<file path="src/design/grpc_pkg.sv">
// Shared types and constants for the rectangle occupancy grid.
package grpc_pkg;

	localparam int FIELD_W = 8;
	localparam int COORD_W = 7;
	localparam int CFG_W   = 7;
	localparam int TYPE_W  = 4;

	localparam logic [1:0] CMD_PLACE = 2'd0;
	localparam logic [1:0] CMD_CLEAR = 2'd1;
	localparam logic [1:0] CMD_READ  = 2'd2;

	localparam logic [1:0] ST_OK   = 2'd0;
	localparam logic [1:0] ST_OOB  = 2'd1;
	localparam logic [1:0] ST_BUSY = 2'd2;

	localparam logic REG_GRID_WIDTH  = 1'b0;
	localparam logic REG_GRID_HEIGHT = 1'b1;

	typedef struct packed {
		logic [1:0]               cmd;
		logic [TYPE_W-1:0]        cell_type;
		logic signed [FIELD_W-1:0] pos_x;
		logic signed [FIELD_W-1:0] pos_y;
		logic signed [FIELD_W-1:0] size_x;
		logic signed [FIELD_W-1:0] size_y;
	} req_item_t;

	typedef struct packed {
		logic [1:0]        status;
		logic [TYPE_W-1:0] read_type;
	} rsp_item_t;

	// bounds verdicts for the transaction in hand
	typedef struct packed {
		logic rect_oob;
		logic rect_empty;
		logic cell_oob;
	} chk_t;

endpackage

</file>
<file path="src/design/grpc_bounds.sv">
// Bounds checks of a rectangle or a single cell against the active grid size.
module grpc_bounds (
	input  grpc_pkg::req_item_t          item,
	input  logic [grpc_pkg::CFG_W-1:0]  act_w,
	input  logic [grpc_pkg::CFG_W-1:0]  act_h,
	output grpc_pkg::chk_t              chk
);
	import grpc_pkg::*;

	logic             neg_any;
	logic [COORD_W:0] end_x;
	logic [COORD_W:0] end_y;

	assign neg_any = item.pos_x[FIELD_W-1] | item.pos_y[FIELD_W-1] |
	                 item.size_x[FIELD_W-1] | item.size_y[FIELD_W-1];

	// all operands non-negative here, so one extra bit holds the sum
	assign end_x = {1'b0, item.pos_x[COORD_W-1:0]} + {1'b0, item.size_x[COORD_W-1:0]};
	assign end_y = {1'b0, item.pos_y[COORD_W-1:0]} + {1'b0, item.size_y[COORD_W-1:0]};

	assign chk.rect_oob   = neg_any || (end_x > {1'b0, act_w}) || (end_y > {1'b0, act_h});
	assign chk.rect_empty = (item.size_x == '0) || (item.size_y == '0);
	assign chk.cell_oob   = item.pos_x[FIELD_W-1] || item.pos_y[FIELD_W-1] ||
	                        (item.pos_x[COORD_W-1:0] >= act_w) ||
	                        (item.pos_y[COORD_W-1:0] >= act_h);

endmodule

</file>
<file path="config.mk">
export PLATFORM = sky130hd
export DESIGN_NAME = grpc_bounds
export DESIGN_NICKNAME = d
export VERILOG_FILES = /design/src/design/grpc_pkg.sv /design/src/design/grpc_bounds.sv
export SDC_FILE = /design/constraint.sdc
export NUM_CORES = 1
export LEC_CHECK = 0
export ABC_CLOCK_PERIOD_IN_PS = 6510
export BUFFER_PORTS_ARGS = -buffer_cell sky130_fd_sc_hd__buf_2
export CORE_UTILIZATION = 30
export DETAILED_ROUTE_END_ITERATION = 16
export PLACE_DENSITY = 0.65
export SLEW_MARGIN = 20
export SYNTH_ARGS = -nofsm -noshare
export SYNTH_HDL_FRONTEND = slang
export SYNTH_SLANG_ARGS = --single-unit
</file>
<file path="constraint.sdc">
create_clock -name vclk -period 6.51
set_input_delay 0.9765 -clock vclk [all_inputs]
set_output_delay 0.9765 -clock vclk [all_outputs]
set_load 0.02 [all_outputs]
</file>
==> metrics.txt <==
status=finished clean; synthesized cell area=between 0.001 and 0.0015 sq mm; final setup violation count=0; Seq pwr share=0%; Worst Tran Pin Value=between 300 and 400 ps; startpoint class of the critical path=primary input; sequence of cells on the critical path=buf_2 -> ha_1 -> fa_1 -> a21o_2 -> a21oi_1 -> o21bai_1 -> a21oi_1 -> xnor2_1 -> ha_1 -> nand3_1 -> a21o_1 -> a21oi_1 -> or3b_1 -> buf_2; mux cell area share after synthesis=0%; most frequent CP cell=a21oi_1; post-route insts no fill=240; initial antenna violation count=0; CP Max Fanout=3; Clock power frac=0%; crit path kind=in -> out; Hold Vio Cnt, Final=0; vias in the first global route=1073; Initial Utilization=between 30% and 40%; Max Fclk=~0.22 GHz; DRC violations left=0; Worst setup startpoint=item[8]; Hold Crit Depth=5; WP data required=5530 ps; dpl hpwl=roughly 2400 um; period utilization=about 70%; largest net degree at the start of global routing=5; worst path arrival time=3620 ps; CP peak stage delay=~400 ps; fin. max-slew vios=0; cell count after synthesis=143; combinational fraction of design power=100.0%; Post-Synth Adder-Cell Area=48.5%; CTS-repair resized insts=0; dpl cells=240; Post-Route WL=about 2600 um; Post-Synth Simple-Gate Area=around 12%; FP Rows=22; Final WS setup=1920 ps; I/O Pins=55; Mapped Nets=roughly 240; sequential area share after synthesis=0%; Syn-to-layout area delta=26.2%; Hold Path Class=in -> out; main combinational cell family by area after synthesis=adder cells; Internal=approximately 60 uW; GR Util All Layers=between 10% and 20%; layout cells sized above 1=approximately 29%; Slowest-stage cell, CP=fa_1; Worst setup EP type=output port; via count of the routed design=between 1000 and 1500; Seq cells=0; Port-buffer cells=between 40 and 50; nets@finish=290; Max Cap Violations=0; DR iter-0 viols=39; global-route wire length before repair=roughly 4500 um; xor/xnor share of the synthesized area=approximately 7.5%; Overflow after GRT=0; via density per instance=between 4 and 5; Fin Setup TNS=0 ps; Die Footprint=~0.0041 sq mm; Tmin final=between 4000 and 5000 ps; Yosys Warn Count=0; slew margin rel.=~78%; CP endpoint=chk[2]; post-synthesis compound-gate area fraction=between 20% and 30%; Die Y=64.3 um; Sw Share=50.1%; Core ar.=0.00369 sq mm; Peak VDD IR=~0.027 mV; layout clock buffer count=0; gpl congestion=between 0.7 and 0.8; Hold Path Origin=item[10]; P_sw=between 60 and 70 uW; setup slack at placement=between 1500 and 2000 ps; LEAKAGE=~0.82 nW; storage element area=0 sq um; Antenna Cells=0; RSZ-0062 raised after global routing=no; cts hold-fix bufs=0; post-CTS setup buffers=0; Die Span X=about 64 um; power per cell area=a little over 80 mW/mm^2; Avg Cell Area, Syn=approximately 8.2 sq um; Routed Antenna Nets=0; unique cell type count in the Yosys netlist=29; DR WL/cell=10.9 um; Pre-Repair DR Iteration Count=4
==> placed cells by master, fill, tap and decap left out <==
cell type / synthesis / routed
nand2_1: 7 / 7
nand2b_1: 2 / 2
nand4_1: 1 / 1
nor2_1: 5 / 5
o21ai_0: 6 / 6
buf_2: 0 / 49
nor4_1: 5 / 5
o211ai_1: 2 / 2
a21oi_2: 2 / 2
nor2b_1: 2 / 2
a21o_2: 1 / 1
inv_1: 18 / 18
o2111ai_1: 1 / 1
fa_1: 2 / 2
a22oi_1: 1 / 1
a211oi_1: 2 / 2
or3b_1: 1 / 1
a21oi_1: 12 / 12
a221oi_1: 1 / 1
a41oi_1: 1 / 1
a21o_1: 8 / 8
o21bai_1: 4 / 4
and4_1: 1 / 1
xor2_1: 2 / 2
a211oi_2: 2 / 2
ha_1: 42 / 42
xnor2_1: 8 / 8
nand3_1: 2 / 2
a31o_2: 1 / 1
o22ai_1: 1 / 1
==> routing by layer <==
metal  up-vias  track usage [%]  share of wire, %
met1       478             19.7                54
li1        635                -                 -
met5         -                0                 0
met2        29             22.5                41
met3         0            0.357               5.2
met4         0                0                 0
==> critical path, delay by kind of cell <==
kind	cells	cell delay, ps
adders and majority gates	3	910
AOI/OAI and AO/OA	6	850
and+or+nand+nor	2	470
buffers and inverters	2	280
xor gates and xnor gates	1	140
==> Yosys cell counts, drive strengths merged <==
| cell type | count | area (sq um) |
|---|---|---|
| nor2b | 2 | 12.5 |
| nand4 | 1 | 6.26 |
| nand2 | 7 | 26.3 |
| a21oi | 14 | 77.6 |
| fa | 2 | 40.0 |
| or3b | 1 | 8.76 |
| inv | 18 | 67.6 |
| ha | 42 | 526 |
| nor4 | 5 | 31.3 |
| a21o | 9 | 68.8 |
| a31o | 1 | 8.76 |
| o2111ai | 1 | 8.76 |
| a211oi | 4 | 40.0 |
| o21bai | 4 | 30.0 |
| nand3 | 2 | 10.0 |
| o22ai | 1 | 6.26 |
| and4 | 1 | 8.76 |
| o211ai | 2 | 15.0 |
| xor2 | 2 | 17.5 |
| a221oi | 1 | 8.76 |
| nand2b | 2 | 12.5 |
| nor2 | 5 | 18.8 |
| a41oi | 1 | 8.76 |
| xnor2 | 8 | 70.1 |
| a22oi | 1 | 7.51 |
| o21ai | 6 | 30.0 |
==> through the flow <==
step / util, % / hold slack, ps / power [mW] / cell area (sq um)
6_report: 39.9 / 2330 / 0.120 / 1470
5_1_grt: 39.9 / 2360 / 0.140 / 1470
4_1_cts: 39.9 / 2340 / 0.121 / 1470
3_5_place_dp: 39.9 / 2340 / 0.120 / 1470
3_3_place_gp: 39.9 / 2330 / 0.119 / 1470
2_1_floorplan: - / 2140 / 0.0846 / 1170
==> worst min path at each step <==
stage                     endpoint  slack, ps
after floorplan             chk[1]       2140
after global placement      chk[1]       2330
after detailed placement    chk[1]       2340
after CTS                   chk[1]       2340
after global routing        chk[1]       2360
final                       chk[1]       2330
==> power groups by stage <==
stage          Clock, mW  Combinational, mW  Sequential, mW
2_1_floorplan          0             0.0846               0
3_3_place_gp           0              0.119               0
3_5_place_dp           0              0.120               0
4_1_cts                0              0.121               0
5_1_grt                0              0.140               0
6_report               0              0.120               0
==> final cells by class <==
type                            count  area (sq um)
Multi-Input combinational cell    125          1100
Inverter                           18          67.6
Fill cell                         403          2220
Tap cell                           48          60.1
Timing Repair Buffer               49           245
==> kinds of logic (layout without fill, tap and decap cells) <==
family	after synthesis	after routing
AO/OA/AOI/OAI	45	45
XOR/XNOR	10	10
adder cells (fa/ha/maj)	44	44
AND/OR/NAND/NOR	26	26
buffers and inverters	18	67
(Power assumes the default switching activity.)
